===== config.mk =====
export PLATFORM = sky130hd
export DESIGN_NAME = ntc_beta_temperature
export DESIGN_NICKNAME = d
export VERILOG_FILES = /design/src/rtl/ntcb_pkg.sv /design/src/rtl/ntcb_front.sv /design/src/rtl/ntcb_div.sv /design/src/rtl/ntcb_ln.sv /design/src/rtl/ntcb_back.sv /design/src/rtl/ntc_beta_temperature.sv
export SDC_FILE = /design/constraint.sdc
export NUM_CORES = 2
export LEC_CHECK = 0
export BUFFER_PORTS_ARGS = -buffer_cell sky130_fd_sc_hd__buf_2
export CORE_MARGIN = 2
export CORE_UTILIZATION = 61
export CTS_CLUSTER_DIAMETER = 150
export DETAILED_ROUTE_END_ITERATION = 8
export GPL_ROUTABILITY_DRIVEN = 1
export PLACE_DENSITY = 0.78
export SLEW_MARGIN = 15
export SYNTH_ARGS = -nofsm -noshare
export SYNTH_HDL_FRONTEND = slang
export SYNTH_HIERARCHICAL = 1
export SYNTH_SLANG_ARGS = --single-unit

===== constraint.sdc =====
create_clock -name clk -period 13.85 [get_ports clk]
set_clock_uncertainty 0.1 [all_clocks]
set_input_delay 0.6925 -clock clk [delete_from_list [all_inputs] [get_ports clk]]
set_output_delay 0.6925 -clock clk [all_outputs]
set_load 0.005 [all_outputs]

===== src/rtl/ntcb_pkg.sv =====
`timescale 1ns / 1ps
`default_nettype none
package ntcb_pkg;

  localparam int ADC_BITS = 12;
  localparam int AMAX = (1 << ADC_BITS) - 1;
  localparam int AMAX_HALF = AMAX / 2;

  localparam int DW = ADC_BITS + 15;
  localparam int MW = ADC_BITS + 14;
  localparam int PW = 20 + MW;
  localparam int QW = PW + 1;
  localparam int VW = (MW > 23) ? MW : 23;
  localparam int CW = $clog2(QW);
  localparam int EW = $clog2(MW);
  localparam int LQW = 22;
  localparam int LSW = 25;
  localparam int KNW = 38;

  // The midpoint voltage is rounded by a reciprocal multiplication that is exact
  // for every numerator below 2**MW.
  localparam int VRECIP_SHIFT = MW + ADC_BITS;
  localparam int VPW = 2 * MW + 1;
  localparam longint VRECIP =
    ((longint'(1) <<< VRECIP_SHIFT) + longint'(AMAX) - 1) / longint'(AMAX);

  // The Fahrenheit division by ten is folded into one multiply and add.
  localparam int FRECIP_SHIFT = 24;
  localparam int FPW = 42;
  localparam int FRECIP_K = 30198996;
  localparam int FRECIP_C = 8388610;

  localparam int LN2_Q16 = 45426;
  localparam int K_SCALE = 6553600;
  localparam int KELVIN_MAX = 100000;
  localparam int RES_MAX = 16777215;
  localparam int VIN_MAX = 16383;
  localparam int CELSIUS_OFS = 27315;
  localparam int FAHR_OFS = 45967;

  localparam logic [19:0] RS_RESET = 20'd10000;
  localparam logic [13:0] BETA_RESET = 14'd3950;
  localparam logic signed [21:0] LRI_RESET = -22'sd264641;
  localparam logic [12:0] SUPPLY_RESET = 13'd3300;
  localparam logic [12:0] REF_RESET = 13'd3300;
  localparam logic [12:0] OFS_RESET = 13'd0;

  typedef enum logic [2:0] {
    REG_RS,
    REG_BETA,
    REG_LRI,
    REG_SUPPLY,
    REG_REF,
    REG_OFS,
    REG_GND
  } reg_idx_t;

  typedef struct packed {
    logic [19:0] rs;
    logic [13:0] beta;
    logic signed [21:0] lri;
    logic [12:0] supply;
    logic [12:0] ref_mv;
    logic [12:0] ofs;
    logic gnd;
  } cfg_t;

  typedef enum logic [3:0] {
    B_IDLE,
    B_VDIV,
    B_VWAIT,
    B_CLASS,
    B_RMUL,
    B_RDIV,
    B_RWAIT,
    B_LN,
    B_LWAIT,
    B_LCHK,
    B_KMUL,
    B_KDIV,
    B_KWAIT,
    B_FDIV,
    B_FWAIT,
    B_OUT
  } bstate_t;

  function automatic logic [15:0] ln_tab(input logic [4:0] i);
    logic [15:0] v;
    case (i)
      5'd0: v = 16'd0;
      5'd1: v = 16'd3973;
      5'd2: v = 16'd7719;
      5'd3: v = 16'd11262;
      5'd4: v = 16'd14624;
      5'd5: v = 16'd17821;
      5'd6: v = 16'd20870;
      5'd7: v = 16'd23783;
      5'd8: v = 16'd26573;
      5'd9: v = 16'd29248;
      5'd10: v = 16'd31818;
      5'd11: v = 16'd34292;
      5'd12: v = 16'd36675;
      5'd13: v = 16'd38975;
      5'd14: v = 16'd41196;
      5'd15: v = 16'd43345;
      5'd16: v = 16'd45426;
      default: v = 16'd0;
    endcase
    return v;
  endfunction

endpackage
`default_nettype wire


===== src/rtl/ntcb_front.sv =====
`timescale 1ns / 1ps
`default_nettype none
module ntcb_front
  import ntcb_pkg::*;
(
  input  wire logic                 clk,
  input  wire logic                 rst,
  input  wire cfg_t                 cfg,
  input  wire logic                 in_valid,
  output logic                      in_stall,
  input  wire logic [ADC_BITS-1:0]  adc_sample,
  output logic                      q_valid,
  output logic signed [DW-1:0]      q_n,
  input  wire logic                 q_pop
);

  logic signed [DW-1:0] mem [2];
  logic wr_ptr;
  logic rd_ptr;
  logic [1:0] count;
  logic push;
  logic signed [DW-1:0] s_ext;
  logic signed [DW-1:0] diff_ext;
  logic signed [DW-1:0] ofs_ext;
  logic signed [DW-1:0] n_new;

  always_comb begin
    s_ext = DW'(adc_sample);
    ofs_ext = DW'(cfg.ofs);
    diff_ext = DW'(cfg.ref_mv) - ofs_ext;
    n_new = (ofs_ext <<< ADC_BITS) - ofs_ext + s_ext * diff_ext;
  end

  assign in_stall = (count == 2'd2);
  assign push = in_valid && !in_stall;
  assign q_valid = (count != 2'd0);
  assign q_n = mem[rd_ptr];

  always_ff @(posedge clk) begin
    if (push) begin
      mem[wr_ptr] <= n_new;
    end
  end

  always_ff @(posedge clk) begin
    if (rst) begin
      wr_ptr <= 1'b0;
      rd_ptr <= 1'b0;
      count <= 2'd0;
    end else begin
      if (push) begin
        wr_ptr <= !wr_ptr;
      end
      if (q_pop) begin
        rd_ptr <= !rd_ptr;
      end
      count <= count + 2'(push) - 2'(q_pop);
    end
  end

endmodule
`default_nettype wire


===== src/rtl/ntcb_div.sv =====
`timescale 1ns / 1ps
`default_nettype none
module ntcb_div
  import ntcb_pkg::*;
(
  input  wire logic          clk,
  input  wire logic          rst,
  input  wire logic          start,
  input  wire logic [QW-1:0] dividend,
  input  wire logic [VW-1:0] divisor,
  input  wire logic [CW-1:0] msb,
  output logic               done,
  output logic [QW-1:0]      quotient
);

  logic busy;
  logic [CW-1:0] cnt;
  logic [VW-1:0] rem;
  logic [QW-1:0] dvd;
  logic [VW-1:0] dvs;
  logic [VW:0] trial;
  logic fits;

  always_comb begin
    trial = {rem, dvd[cnt]};
    fits = (trial >= {1'b0, dvs});
  end

  always_ff @(posedge clk) begin
    if (start) begin
      cnt <= msb;
      rem <= '0;
      quotient <= '0;
      dvd <= dividend;
      dvs <= divisor;
    end else if (busy) begin
      if (fits) begin
        rem <= VW'(trial - {1'b0, dvs});
      end else begin
        rem <= trial[VW-1:0];
      end
      quotient <= {quotient[QW-2:0], fits};
      cnt <= cnt - CW'(1);
    end
  end

  always_ff @(posedge clk) begin
    if (rst) begin
      busy <= 1'b0;
      done <= 1'b0;
    end else begin
      done <= 1'b0;
      if (start) begin
        busy <= 1'b1;
      end else if (busy && cnt == '0) begin
        busy <= 1'b0;
        done <= 1'b1;
      end
    end
  end

endmodule
`default_nettype wire


===== src/rtl/ntcb_ln.sv =====
`timescale 1ns / 1ps
`default_nettype none
module ntcb_ln
  import ntcb_pkg::*;
(
  input  wire logic           clk,
  input  wire logic           rst,
  input  wire logic           valid_in,
  input  wire logic [MW-1:0]  x,
  output logic                valid_out,
  output logic [LQW-1:0]      y
);

  logic [EW-1:0] lead;
  logic [EW-1:0] sh;
  logic [MW-1:0] norm;
  logic v1;
  logic [EW-1:0] e1;
  logic [3:0] i1;
  logic [15:0] r1;
  logic [15:0] t_lo;
  logic [15:0] t_hi;
  logic [11:0] diff;
  logic [27:0] prod;
  logic [11:0] frac;

  always_comb begin
    lead = '0;
    for (int k = 0; k < MW; k++) begin
      if (x[k]) begin
        lead = EW'(k);
      end
    end
    sh = EW'(MW - 1) - lead;
    norm = x << sh;
  end

  always_comb begin
    t_lo = ln_tab({1'b0, i1});
    t_hi = ln_tab(5'({1'b0, i1}) + 5'd1);
    diff = 12'(t_hi - t_lo);
    prod = 28'(diff) * 28'(r1);
    frac = 12'((prod + 28'd32768) >> 16);
  end

  always_ff @(posedge clk) begin
    e1 <= lead;
    i1 <= norm[MW-2 -: 4];
    r1 <= norm[MW-6 -: 16];
    y <= LQW'(e1) * LQW'(LN2_Q16) + LQW'(t_lo) + LQW'(frac);
  end

  always_ff @(posedge clk) begin
    if (rst) begin
      v1 <= 1'b0;
      valid_out <= 1'b0;
    end else begin
      v1 <= valid_in;
      valid_out <= v1;
    end
  end

endmodule
`default_nettype wire


===== src/rtl/ntcb_back.sv =====
`timescale 1ns / 1ps
`default_nettype none
module ntcb_back
  import ntcb_pkg::*;
(
  input  wire logic               clk,
  input  wire logic               rst,
  input  wire cfg_t               cfg,
  input  wire logic               q_valid,
  input  wire logic signed [DW-1:0] q_n,
  output logic                    q_pop,
  output logic                    out_valid,
  input  wire logic               out_stall,
  output logic [13:0]             input_mv,
  output logic [23:0]             resistance_ohms,
  output logic [16:0]             kelvin_centi,
  output logic signed [17:0]      celsius_centi,
  output logic signed [18:0]      fahrenheit_centi,
  output logic                    fault
);

  bstate_t state;
  bstate_t state_next;

  logic signed [DW-1:0] n;
  logic signed [DW-1:0] num;
  logic signed [DW-1:0] den;
  logic [MW-1:0] unum;
  logic [MW-1:0] uden;
  logic [PW-1:0] prod;
  logic signed [LSW-1:0] lsum;
  logic [KNW-1:0] kdvd;
  logic [VPW-1:0] vprod;
  logic [FPW-1:0] fprod;
  logic [13:0] vin;
  logic [23:0] res;
  logic [16:0] kel;
  logic signed [18:0] fah;
  logic flt;
  logic [1:0] ln_idx;
  logic [1:0] ln_got;

  logic signed [DW-1:0] sup_ext;
  logic signed [DW-1:0] d_new;
  logic [MW-1:0] vx;
  logic div_start;
  logic [QW-1:0] div_dvd;
  logic [VW-1:0] div_dvs;
  logic [CW-1:0] div_msb;
  logic div_done;
  logic [QW-1:0] div_q;
  logic ln_vin;
  logic [MW-1:0] ln_x;
  logic ln_vout;
  logic [LQW-1:0] ln_y;
  logic out_free;

  ntcb_div u_div (
    .clk      (clk),
    .rst      (rst),
    .start    (div_start),
    .dividend (div_dvd),
    .divisor  (div_dvs),
    .msb      (div_msb),
    .done     (div_done),
    .quotient (div_q)
  );

  ntcb_ln u_ln (
    .clk       (clk),
    .rst       (rst),
    .valid_in  (ln_vin),
    .x         (ln_x),
    .valid_out (ln_vout),
    .y         (ln_y)
  );

  assign out_free = !out_valid || !out_stall;

  always_comb begin
    sup_ext = DW'(cfg.supply);
    d_new = (sup_ext <<< ADC_BITS) - sup_ext - q_n;
    vx = (n > 0) ? n[MW-1:0] + MW'(AMAX_HALF) : '0;
  end

  always_ff @(posedge clk) begin
    if (rst) begin
      state <= B_IDLE;
    end else begin
      state <= state_next;
    end
  end

  always_comb begin
    state_next = state;
    q_pop = 1'b0;
    div_start = 1'b0;
    div_dvd = '0;
    div_dvs = VW'(AMAX);
    div_msb = '0;
    ln_vin = 1'b0;
    case (ln_idx)
      2'd0: ln_x = MW'(cfg.rs);
      2'd1: ln_x = unum;
      default: ln_x = uden;
    endcase
    case (state)
      B_IDLE: begin
        if (q_valid) begin
          q_pop = 1'b1;
          state_next = B_VDIV;
        end
      end
      B_VDIV: begin
        state_next = B_VWAIT;
      end
      B_VWAIT: begin
        state_next = B_CLASS;
      end
      B_CLASS: begin
        if (den == 0) begin
          state_next = B_FDIV;
        end else if (num == 0 || cfg.rs == '0 || num[DW-1] != den[DW-1]) begin
          state_next = B_FDIV;
        end else begin
          state_next = B_RMUL;
        end
      end
      B_RMUL: begin
        state_next = B_RDIV;
      end
      B_RDIV: begin
        div_start = 1'b1;
        div_dvd = QW'(prod) + QW'(uden >> 1);
        div_dvs = VW'(uden);
        div_msb = CW'(QW - 1);
        state_next = B_RWAIT;
      end
      B_RWAIT: begin
        if (div_done) begin
          state_next = B_LN;
        end
      end
      B_LN: begin
        ln_vin = 1'b1;
        if (ln_idx == 2'd2) begin
          state_next = B_LWAIT;
        end
      end
      B_LWAIT: begin
        if (ln_vout && ln_got == 2'd2) begin
          state_next = B_LCHK;
        end
      end
      B_LCHK: begin
        if (lsum <= 0) begin
          state_next = B_FDIV;
        end else begin
          state_next = B_KMUL;
        end
      end
      B_KMUL: begin
        state_next = B_KDIV;
      end
      B_KDIV: begin
        div_start = 1'b1;
        div_dvd = QW'(kdvd);
        div_dvs = VW'(lsum);
        div_msb = CW'(KNW - 1);
        state_next = B_KWAIT;
      end
      B_KWAIT: begin
        if (div_done) begin
          state_next = B_FDIV;
        end
      end
      B_FDIV: begin
        state_next = B_FWAIT;
      end
      B_FWAIT: begin
        state_next = B_OUT;
      end
      B_OUT: begin
        if (out_free) begin
          state_next = B_IDLE;
        end
      end
      default: begin
        state_next = B_IDLE;
      end
    endcase
  end

  always_ff @(posedge clk) begin
    if (ln_vout) begin
      if (ln_got == 2'd2) begin
        lsum <= lsum - LSW'(ln_y);
      end else begin
        lsum <= lsum + LSW'(ln_y);
      end
    end
    case (state)
      B_IDLE: begin
        n <= q_n;
        num <= cfg.gnd ? q_n : d_new;
        den <= cfg.gnd ? d_new : q_n;
      end
      B_VDIV: begin
        vprod <= VPW'(vx) * VPW'(VRECIP);
      end
      B_VWAIT: begin
        vin <= (vprod[VPW-1:VRECIP_SHIFT] > (VPW - VRECIP_SHIFT)'(VIN_MAX)) ?
               14'(VIN_MAX) : vprod[VRECIP_SHIFT+13:VRECIP_SHIFT];
      end
      B_CLASS: begin
        unum <= num[DW-1] ? MW'(-num) : MW'(num);
        uden <= den[DW-1] ? MW'(-den) : MW'(den);
        kel <= 17'(KELVIN_MAX);
        if (den == 0) begin
          flt <= 1'b1;
          res <= 24'(RES_MAX);
        end else if (num == 0 || cfg.rs == '0 || num[DW-1] != den[DW-1]) begin
          flt <= 1'b1;
          res <= '0;
        end else begin
          flt <= 1'b0;
        end
      end
      B_RMUL: begin
        prod <= PW'(cfg.rs) * PW'(unum);
        lsum <= -LSW'(cfg.lri);
        ln_idx <= 2'd0;
        ln_got <= 2'd0;
      end
      B_RWAIT: begin
        if (div_done) begin
          res <= (div_q > QW'(RES_MAX)) ? 24'(RES_MAX) : div_q[23:0];
        end
      end
      B_LN: begin
        ln_idx <= ln_idx + 2'd1;
      end
      B_LCHK: begin
        if (lsum <= 0) begin
          flt <= 1'b1;
        end
      end
      B_KMUL: begin
        kdvd <= KNW'(cfg.beta) * KNW'(K_SCALE) + KNW'(lsum[LSW-1:1]);
      end
      B_KWAIT: begin
        if (div_done) begin
          kel <= (div_q > QW'(KELVIN_MAX)) ? 17'(KELVIN_MAX) : div_q[16:0];
        end
      end
      B_FDIV: begin
        fprod <= FPW'(kel) * FPW'(FRECIP_K) + FPW'(FRECIP_C);
      end
      B_FWAIT: begin
        fah <= $signed(19'(fprod[FPW-1:FRECIP_SHIFT])) - 19'sd45967;
      end
      default: begin
      end
    endcase
    if (ln_vout && state != B_RMUL) begin
      ln_got <= ln_got + 2'd1;
    end
  end

  always_ff @(posedge clk) begin
    if (state == B_OUT && out_free) begin
      input_mv <= vin;
      resistance_ohms <= res;
      kelvin_centi <= kel;
      celsius_centi <= $signed({1'b0, kel}) - 18'sd27315;
      fahrenheit_centi <= fah;
      fault <= flt;
    end
  end

  always_ff @(posedge clk) begin
    if (rst) begin
      out_valid <= 1'b0;
    end else if (state == B_OUT && out_free) begin
      out_valid <= 1'b1;
    end else if (!out_stall) begin
      out_valid <= 1'b0;
    end
  end

  a_fault_sat: assert property (@(posedge clk) disable iff (rst)
    out_valid && fault |-> kelvin_centi == 17'(KELVIN_MAX))
    else $error("faulted item without saturated temperature");

  a_kel_range: assert property (@(posedge clk) disable iff (rst)
    out_valid |-> kelvin_centi <= 17'(KELVIN_MAX))
    else $error("temperature above ceiling");

  a_celsius: assert property (@(posedge clk) disable iff (rst)
    out_valid |-> celsius_centi == $signed({1'b0, kelvin_centi}) - 18'sd27315)
    else $error("Celsius does not track kelvin");

  a_pop_idle: assert property (@(posedge clk) disable iff (rst)
    q_pop |-> state == B_IDLE && q_valid)
    else $error("queue popped outside idle");

endmodule
`default_nettype wire


===== src/rtl/ntc_beta_temperature.sv =====
`timescale 1ns / 1ps
`default_nettype none
// Converts one thermistor divider sample into voltage, resistance and temperature.
// The input channel takes adc_sample on in_valid when in_stall is low; a two-item
// queue behind it holds samples while the arithmetic engine is busy.
// Results leave on out_valid, held until out_stall is low, one result per item.
// The engine handles one item at a time. A fault at classification skips the
// resistance division, the logarithms and the temperature division; a log ratio
// that is not positive skips only the temperature division. One shared divider
// that produces one quotient bit per cycle serves the resistance and temperature
// divisions in turn; the voltage and Fahrenheit scalings use reciprocal
// multiplication. The output register lets the engine start the next item while
// a result waits; while the receiver stalls, the queue fills and in_stall rises.
// Registers are written through cfg_valid, cfg_index and cfg_data; cfg_ready is
// always high. The user must write only while the block is idle (not checked).
// A synchronous reset empties the queue, drops out_valid and restores the
// register reset values.
module ntc_beta_temperature
  import ntcb_pkg::*;
(
  input  wire logic                 clk,
  input  wire logic                 rst,
  input  wire logic                 in_valid,
  output logic                      in_stall,
  input  wire logic [ADC_BITS-1:0]  adc_sample,
  output logic                      out_valid,
  input  wire logic                 out_stall,
  output logic [13:0]               input_mv,
  output logic [23:0]               resistance_ohms,
  output logic [16:0]               kelvin_centi,
  output logic signed [17:0]        celsius_centi,
  output logic signed [18:0]        fahrenheit_centi,
  output logic                      fault,
  input  wire logic                 cfg_valid,
  output logic                      cfg_ready,
  input  wire logic [2:0]           cfg_index,
  input  wire logic [21:0]          cfg_data
);

  cfg_t cfg;
  logic q_valid;
  logic signed [DW-1:0] q_n;
  logic q_pop;

  assign cfg_ready = 1'b1;

  always_ff @(posedge clk) begin
    if (rst) begin
      cfg.rs <= RS_RESET;
      cfg.beta <= BETA_RESET;
      cfg.lri <= LRI_RESET;
      cfg.supply <= SUPPLY_RESET;
      cfg.ref_mv <= REF_RESET;
      cfg.ofs <= OFS_RESET;
      cfg.gnd <= 1'b1;
    end else if (cfg_valid && cfg_ready) begin
      case (cfg_index)
        REG_RS: cfg.rs <= cfg_data[19:0];
        REG_BETA: cfg.beta <= cfg_data[13:0];
        REG_LRI: cfg.lri <= $signed(cfg_data);
        REG_SUPPLY: cfg.supply <= cfg_data[12:0];
        REG_REF: cfg.ref_mv <= cfg_data[12:0];
        REG_OFS: cfg.ofs <= cfg_data[12:0];
        REG_GND: cfg.gnd <= cfg_data[0];
        default: begin
        end
      endcase
    end
  end

  ntcb_front u_front (
    .clk        (clk),
    .rst        (rst),
    .cfg        (cfg),
    .in_valid   (in_valid),
    .in_stall   (in_stall),
    .adc_sample (adc_sample),
    .q_valid    (q_valid),
    .q_n        (q_n),
    .q_pop      (q_pop)
  );

  ntcb_back u_back (
    .clk              (clk),
    .rst              (rst),
    .cfg              (cfg),
    .q_valid          (q_valid),
    .q_n              (q_n),
    .q_pop            (q_pop),
    .out_valid        (out_valid),
    .out_stall        (out_stall),
    .input_mv         (input_mv),
    .resistance_ohms  (resistance_ohms),
    .kelvin_centi     (kelvin_centi),
    .celsius_centi    (celsius_centi),
    .fahrenheit_centi (fahrenheit_centi),
    .fault            (fault)
  );

endmodule
`default_nettype wire


* After elaboration in Yosys (flattened, before gate mapping)
Memories as Yosys holds them, arrays and structs flattened. A register that Yosys moved wholly into a read port is not among the register bits. Index checks and enable logic that the tools add are counted.
Word-level totals: bits in latches 0, bits in read-only memories 768, bits in registers 817, output and inout port bits 96, logic and storage cells 252, memories kept 3, bits in writable memories 54
Memories:
- (name not given) | words 32, bits a word 16, read ports 1, clocked after memory_dff 0, wr ports 0, line ntcb_pkg.sv:89 | case (i)
- (name not given) | words 16, bits a word 16, read ports 1, clocked after memory_dff 1, wr ports 0, line ntcb_pkg.sv:89
- u_front.mem | words 2, bits a word 27, read ports 1, clocked after memory_dff 1, wr ports 1, line ntcb_front.sv:17 | logic signed [DW-1:0] mem [2];
Cells by class: order comparisons 7, shifts and indexed selects 1, divide/modulo/power cells 0, $mul 7, bitwise operators 0, multiplexer cells 80, reductions and logical operators 42, eq/ne operators 36, $add $sub $neg 28
Operators by type and width (number):
- 5-bit two-way mux | 23
- 26-bit two-way mux | 4
- 26-bit case mux with 2 select lines | 2
- 24-bit two-way mux | 4
- 47-bit case mux with 2 select lines | 1
- 25-bit two-way mux | 3
- 32-bit zero test | 2
- 4-bit case mux with 16 select lines | 1
- 27-bit two-way mux | 2
- 26-bit by 27-bit multiplier with 53-bit output, second input constant | 1
- 26-bit negation | 2
- 25-bit by 13-bit subtractor with 26-bit output | 2
- 24-bit case mux with 2 select lines | 1
- 46-bit by 25-bit adder with 47-bit output | 1
- 47-bit by 17-bit > comparator with 1-bit output, second input constant | 1
- 47-bit by 24-bit > comparator with 1-bit output, second input constant | 1
- 20-bit by 26-bit multiplier with 46-bit output | 1
- 42-bit by 24-bit adder with 42-bit output, second input constant | 1
- 17-bit by 23-bit multiplier with 40-bit output, second input constant | 1
- 37-bit by 24-bit adder with 38-bit output | 1
- 17-bit two-way mux | 2
- 17-bit case mux with 2 select lines | 1
- 4-bit == test, second input constant | 8
- 4-bit two-way mux | 8
- 64 further kinds | 127

* Logic depth before layout (Yosys ltp)
depth in word-level cells 29, gate-level depth with buffers 51, gate-level depth less buffers 50

* Modules after synthesis
The synthesis kept the hierarchy.
By module, submodules not included:
- ntcb_back | area an instance 52510.4 sq um, times used 1, cells an instance 5338
- ntcb_ln | area an instance 12135.4 sq um, times used 1, cells an instance 1450
- ntcb_front | area an instance 10623.9 sq um, times used 1, cells an instance 1075
- ntcb_div | area an instance 7151.9 sq um, times used 1, cells an instance 652
- ntc_beta_temperature | area an instance 3844.9 sq um, times used 1, cells an instance 371

* Least setup slack after synthesis
Ideal clock, no wire load.
path kind register -> register, from reg u_back.u_ln.i1[1], to reg u_back.u_ln.y[18], setup time 124 ps, stages on the path, launching flop included 50, slack 2913 ps, arrival 10713 ps, cell sequence dfxtp_1 ha_1 inv_1 ha_1 clkbuf_1 nor2b_1 nor2b_1 or3_1 a21oi_1 ha_1 o21ai_0 a21boi_0 o21ai_0 a21boi_0 o21ai_0 a21boi_0 o21ai_0 nor2b_1 [14 not listed] inv_1 a31oi_1 o31ai_1 o41ai_1 o21bai_1 a21o_1 a2111oi_0 nor3_1 xnor2_1 fa_1 ha_1 nand3_1 nand2_1 a41oi_1 a21oi_1 or4_1 o211a_1 xnor2_1
Between the ends: longest elaborated chain between the ends 6
RTL lines:
- from (decl) | line ntcb_ln.sv:19 | logic [3:0] i1;
- from (signal assigned) | line ntcb_ln.sv:48 | i1 <= norm[MW-2 -: 4];
- 4-bit by 1-bit adder with 5-bit output | line ntcb_ln.sv:40 | t_hi = ln_tab(5'({1'b0, i1}) + 5'd1);
- memory read 32 x 16 bit
- 12-bit subtractor | line ntcb_ln.sv:41 | diff = 12'(t_hi - t_lo);
- 12-bit by 16-bit multiplier with 28-bit output | line ntcb_ln.sv:42 | prod = 28'(diff) * 28'(r1);
- 28-bit by 16-bit adder with 28-bit output | line ntcb_ln.sv:43 | frac = 12'((prod + 28'd32768) >> 16);
- 22-bit by 12-bit adder with 22-bit output | line ntcb_ln.sv:50 | y <= LQW'(e1) * LQW'(LN2_Q16) + LQW'(t_lo) + LQW'(frac);
- to (signal assigned) | line ntcb_ln.sv:50
- to (decl) | line ntcb_ln.sv:11 | output logic [LQW-1:0] y
Every way passes these cells. A chain may end at the register's enable or synchronous reset.

* Final worst setup path
from reg u_back.u_ln.i1[0], to reg u_back.u_ln.y[18]
Same word-level chain as after synthesis.

==> results.md <==
- The count of buffers inserted at the top-level ports is 136.
- In this run the core area contains 137 standard-cell rows.
- The number of instances in the synthesized netlist is 8886.
- The number of search-and-repair iterations in the first detailed-routing pass is 6.
- After detailed routing, the number of vias per cell comes to 5.89.
- The synthesized netlist devotes 14.1% of its cell area to simple gates.
- The flow ran to the end, and the final reports show no timing, DRC or antenna violations.
- The maximum fanout count along the critical path is 19.
- The clock tree from TritonCTS is built.
- The final worst-path cycle share is 90.2%.
- In the final routed layout, each cell accounts on average for 20.4 µm.
- The dominant combinational cell family by area after synthesis is adder cells.
- The clock edge transition at the registers on the reported setup and hold paths is 0.06 ns.
- The core area is between 100000 and 150000 µm².
- After routing the design area is 91600 µm².
- Of all flip-flops after synthesis, the portion carrying an async set or reset was 0%.
- In this run, the number of DRC markers left after iteration 0 of detailed routing was 5468.
- The area growth from synthesis to layout is 6.24%.
- For this run, the leading register cell type out of synthesis is edfxtp_1.
- The setup path with the least slack is of type flip-flop to flip-flop.
- The overall global routing resource usage is a little under a third.
- The number of clock sinks seen by CTS is 826.
- The worst pin sits at a relative slew slack of 23.7%.
- The number of global-route vias before repair is 65000.
- The number of buffers created by CTS is 89.
- The routed design could run at a clock period as short as 12.49 ns.
- The first global-routing pass estimated 352000 µm of wire.
- The aggregate global routing overflow is 0.
- The commonest cells after synthesis are inv_1, nand2_1, fa_1.
- The number of filler cells placed in the layout is between 10000 and 15000.
- The initial core utilization is 61.7%.
- In this run the biggest area consumer among cell types represents between 20% and 30% of the synthesized area.
- At the end of routability-driven placement, the weighted congestion stood at 0.974.
- The hold violation count in the final report is 0.
- The total standard cell area after synthesis is ~86000 µm².
- Static timing analysis puts the maximum clock frequency at 0.0801 GHz.
- For this design the top-level I/O count stands at 138.
- In this run the critical register-to-register path is launched from u_back/u_ln/i1[0]$_DFF_P_.
- The count of warnings emitted by yosys is 6.
- The slew at the pin closest to its max-slew limit is about 1.1 ns.
- After synthesis, flip-flops and latches occupy approximately 26% of the total area.
- The net count of the mapped netlist is 10700.
- The register bit total from synthesis is 826.
- The total wirelength of the detailed-routed design is 220000 µm.
- Tracing the worst setup path back leads to its startpoint at u_back/u_ln/i1[0]$_DFF_P_.
- In the final layout, the share of cells above drive strength 1 is 6.41%.
- The total count of max-transition violations in the final report came to 0.
- The cell area after placement is 88700 µm².
- For the worst setup path, the data required time is 14.34 ns.
- Setup repair after global routing left no endpoint under its margin.
- The floorplan step defined a die boundary enclosing 144000 µm².
- Summing the areas of all compound-gate instances in the mapped netlist gives 9.77% of the synthesized area.
- Once detail routing completed, the nets flagged for antenna violations numbered 0.
- The residual DRC count is 0.
- The number of synthesized flops with an enable pin is 580.
- The cell that appears most often on the critical path is fa_1.
- The most used standard cell by instance count after synthesis is inv_1.
- The average cell area after synthesis is a little under 10 µm².
- Measured along the y axis, the die boundary spans 380 µm.
- The xor and xnor fraction of the mapped netlist area is a little under 5%.
- Entering global routing, the biggest net connects 84 pins.
- The total of max-cap violations is 0.
- Detailed placement ended at an HPWL of 173000 µm.
- Buffers inserted to repair hold after CTS numbered 0.
- For this run, the slowest stage of the critical path takes 0.66 ns.
- In this run the horizontal extent of the chip is 380 µm.
- In the post-synthesis netlist, the biggest area contributors are fa_1, edfxtp_1, ha_1, inv_1, dfxtp_1.
- The initial antenna violation count is 3.
- After synthesis, the share of cell area in mux cells is roughly 3.5%.
- Setup violations remaining at the end of the flow were counted as 0.
- The slowest cell on the critical path is nor2_1.
- STA classifies the critical path endpoint as a flip-flop.
- The largest total area in the synthesized netlist belongs to fa_1.
- The unique cell type count in the Yosys netlist is 121.
- Clock latency on the worst-skew pair, taken at its later pin, is just over 0.7 ns.
- The cell at the root of the clock tree is clkbuf_16.
- The H-tree generated during clock tree synthesis spans 3 levels.
- Summing the areas of all fa, ha and maj instances in the mapped netlist gives 34.1% of the synthesized area.
- The startpoint identified for the worst hold timing path is rst.
- The type of origin of the critical path is a flip-flop.
- The path category of the worst min-delay check is input port to flip-flop.
- At the end of the flow, the number of nets in the layout was around 11000.
- The detailed router placed 63700 vias in this run.
- For the final routed database, the setup TNS stands at 0 ns.
- The data arrival time of the worst path is 12.99 ns.
- The number of buffers on the longest clock path is 3.
==> flip-flops by register name (all words and copies together), names as in the netlist, 25 cells and up, named ones only <==
register,count
u_back/lsum,25
u_front/mem,54
u_back/unum,26
u_back/num,27
u_back/uden,26
u_back/n,27
u_back/prod,46
cfg,96
u_back/den,27
u_back/u_div/quotient,47
u_back/u_div/dvs,26
u_back/u_div/rem,26
u_back/kdvd,38
u_back/u_div/dvd,47
==> worst max-delay path, delay by kind of cell (launching register included) <==
| family | cells | cell delay (ns) |
|---|---|---|
| adders and majority gates | 11 | 4.66 |
| AOI/OAI and AO/OA | 16 | 3.81 |
| xor gates and xnor gates | 2 | 0.35 |
| DFF | 1 | 0.53 |
| buffers and inverters | 6 | 0.61 |
| and+or+nand+nor | 10 | 2.30 |
==> timing repair <==
item / CTS / global route
setup endpoints to repair: 0 / 2
resized for setup: 0 / 1
setup buffers: 0 / 0
==> logic make-up (layout without fill, tap and decap cells) <==
family / Yosys count / in the layout
simple gates: 2507 / 2507
fa+ha+maj: 1805 / 1805
buf+inv: 1703 / 1745
compound gates: 1272 / 1272
flops: 826 / 826
xor+xnor: 487 / 487
mux: 284 / 284
other cells: 2 / 5
==> final cells by class <==
cell class	count	area [µm²]	area share, %
inverter	1348	5060	5.53
clock inverter	49	515	0.562
sequential	826	22300	24.4
timing repair buffer	231	1400	1.52
antenna	3	7.51	0.00819
multi-input combinational	6357	57500	62.8
clock buffer	117	2450	2.67
tap	1876	2350	2.56
==> placed cells by master (no fill, tap or decap), types with 18 or more instances in the layout <==
cell	Yosys	routed
edfxtp_1	580	580
a21boi_0	18	18
ha_1	891	891
o21bai_1	45	45
o211ai_1	22	22
nor2b_1	59	59
a211oi_1	46	46
xor2_1	153	153
dfxtp_1	246	244
nor4_1	55	54
clkbuf_16	0	93
mux2_2	74	74
o31ai_1	37	37
or3_1	41	41
and3_1	41	41
or4_1	19	19
nand3_1	90	90
a21o_1	152	152
a22oi_1	36	36
a31oi_1	24	24
nand4_1	46	46
inv_1	1343	1343
nor3_1	113	109
nor2_1	459	453
a21oi_1	320	318
fa_1	914	914
o21ai_0	273	272
a22o_1	27	27
xnor2_1	334	332
clkbuf_1	291	19
and2_1	368	368
mux2i_1	198	198
buf_4	9	96
o21a_1	70	70
or2_2	37	37
nand2_1	916	916
nand2b_1	193	193
buf_2	31	135
==> routing by layer <==
layer	vias to the layer above	routed length (µm)	share of wire (%)	track usage [%]
met5	-	8	0.0036	0
met4	2	8490	3.9	10.8
met3	491	16300	7.4	5.19
met2	2469	103000	47	50.2
met1	31400	92700	42	41.1
li1	29300	-	-	-
==> final timing paths <==
kind,slack (ns),cells after the start,endpoint
setup reg to reg,1.36,45,u_back/u_ln/y[18]$_DFF_P_
hold reg to reg,0.31,0,u_back/resistance_ohms[22]$_DFFE_PP_
hold / removal,0.16,2,u_back/u_div/busy$_SDFFE_PP0P_
setup / recovery,1.36,45,u_back/u_ln/y[18]$_DFF_P_
==> per-stage QoR <==
stage	cells	util (%)	setup slack, ns	hold WS (ns)
after detailed placement	10600	63.4	1.14	0.305
final	10800	65.5	1.36	0.156
after global routing	10800	65.5	0.363	0.142
after floorplan	8886	-	2.91	0.300
after global placement	10600	63.4	1.51	0.301
after CTS	10800	65.5	1.12	0.110
Power is left out: the tool's default activity adds up to more than one toggle a clock period on the data nets, which glitch-free logic cannot reach.
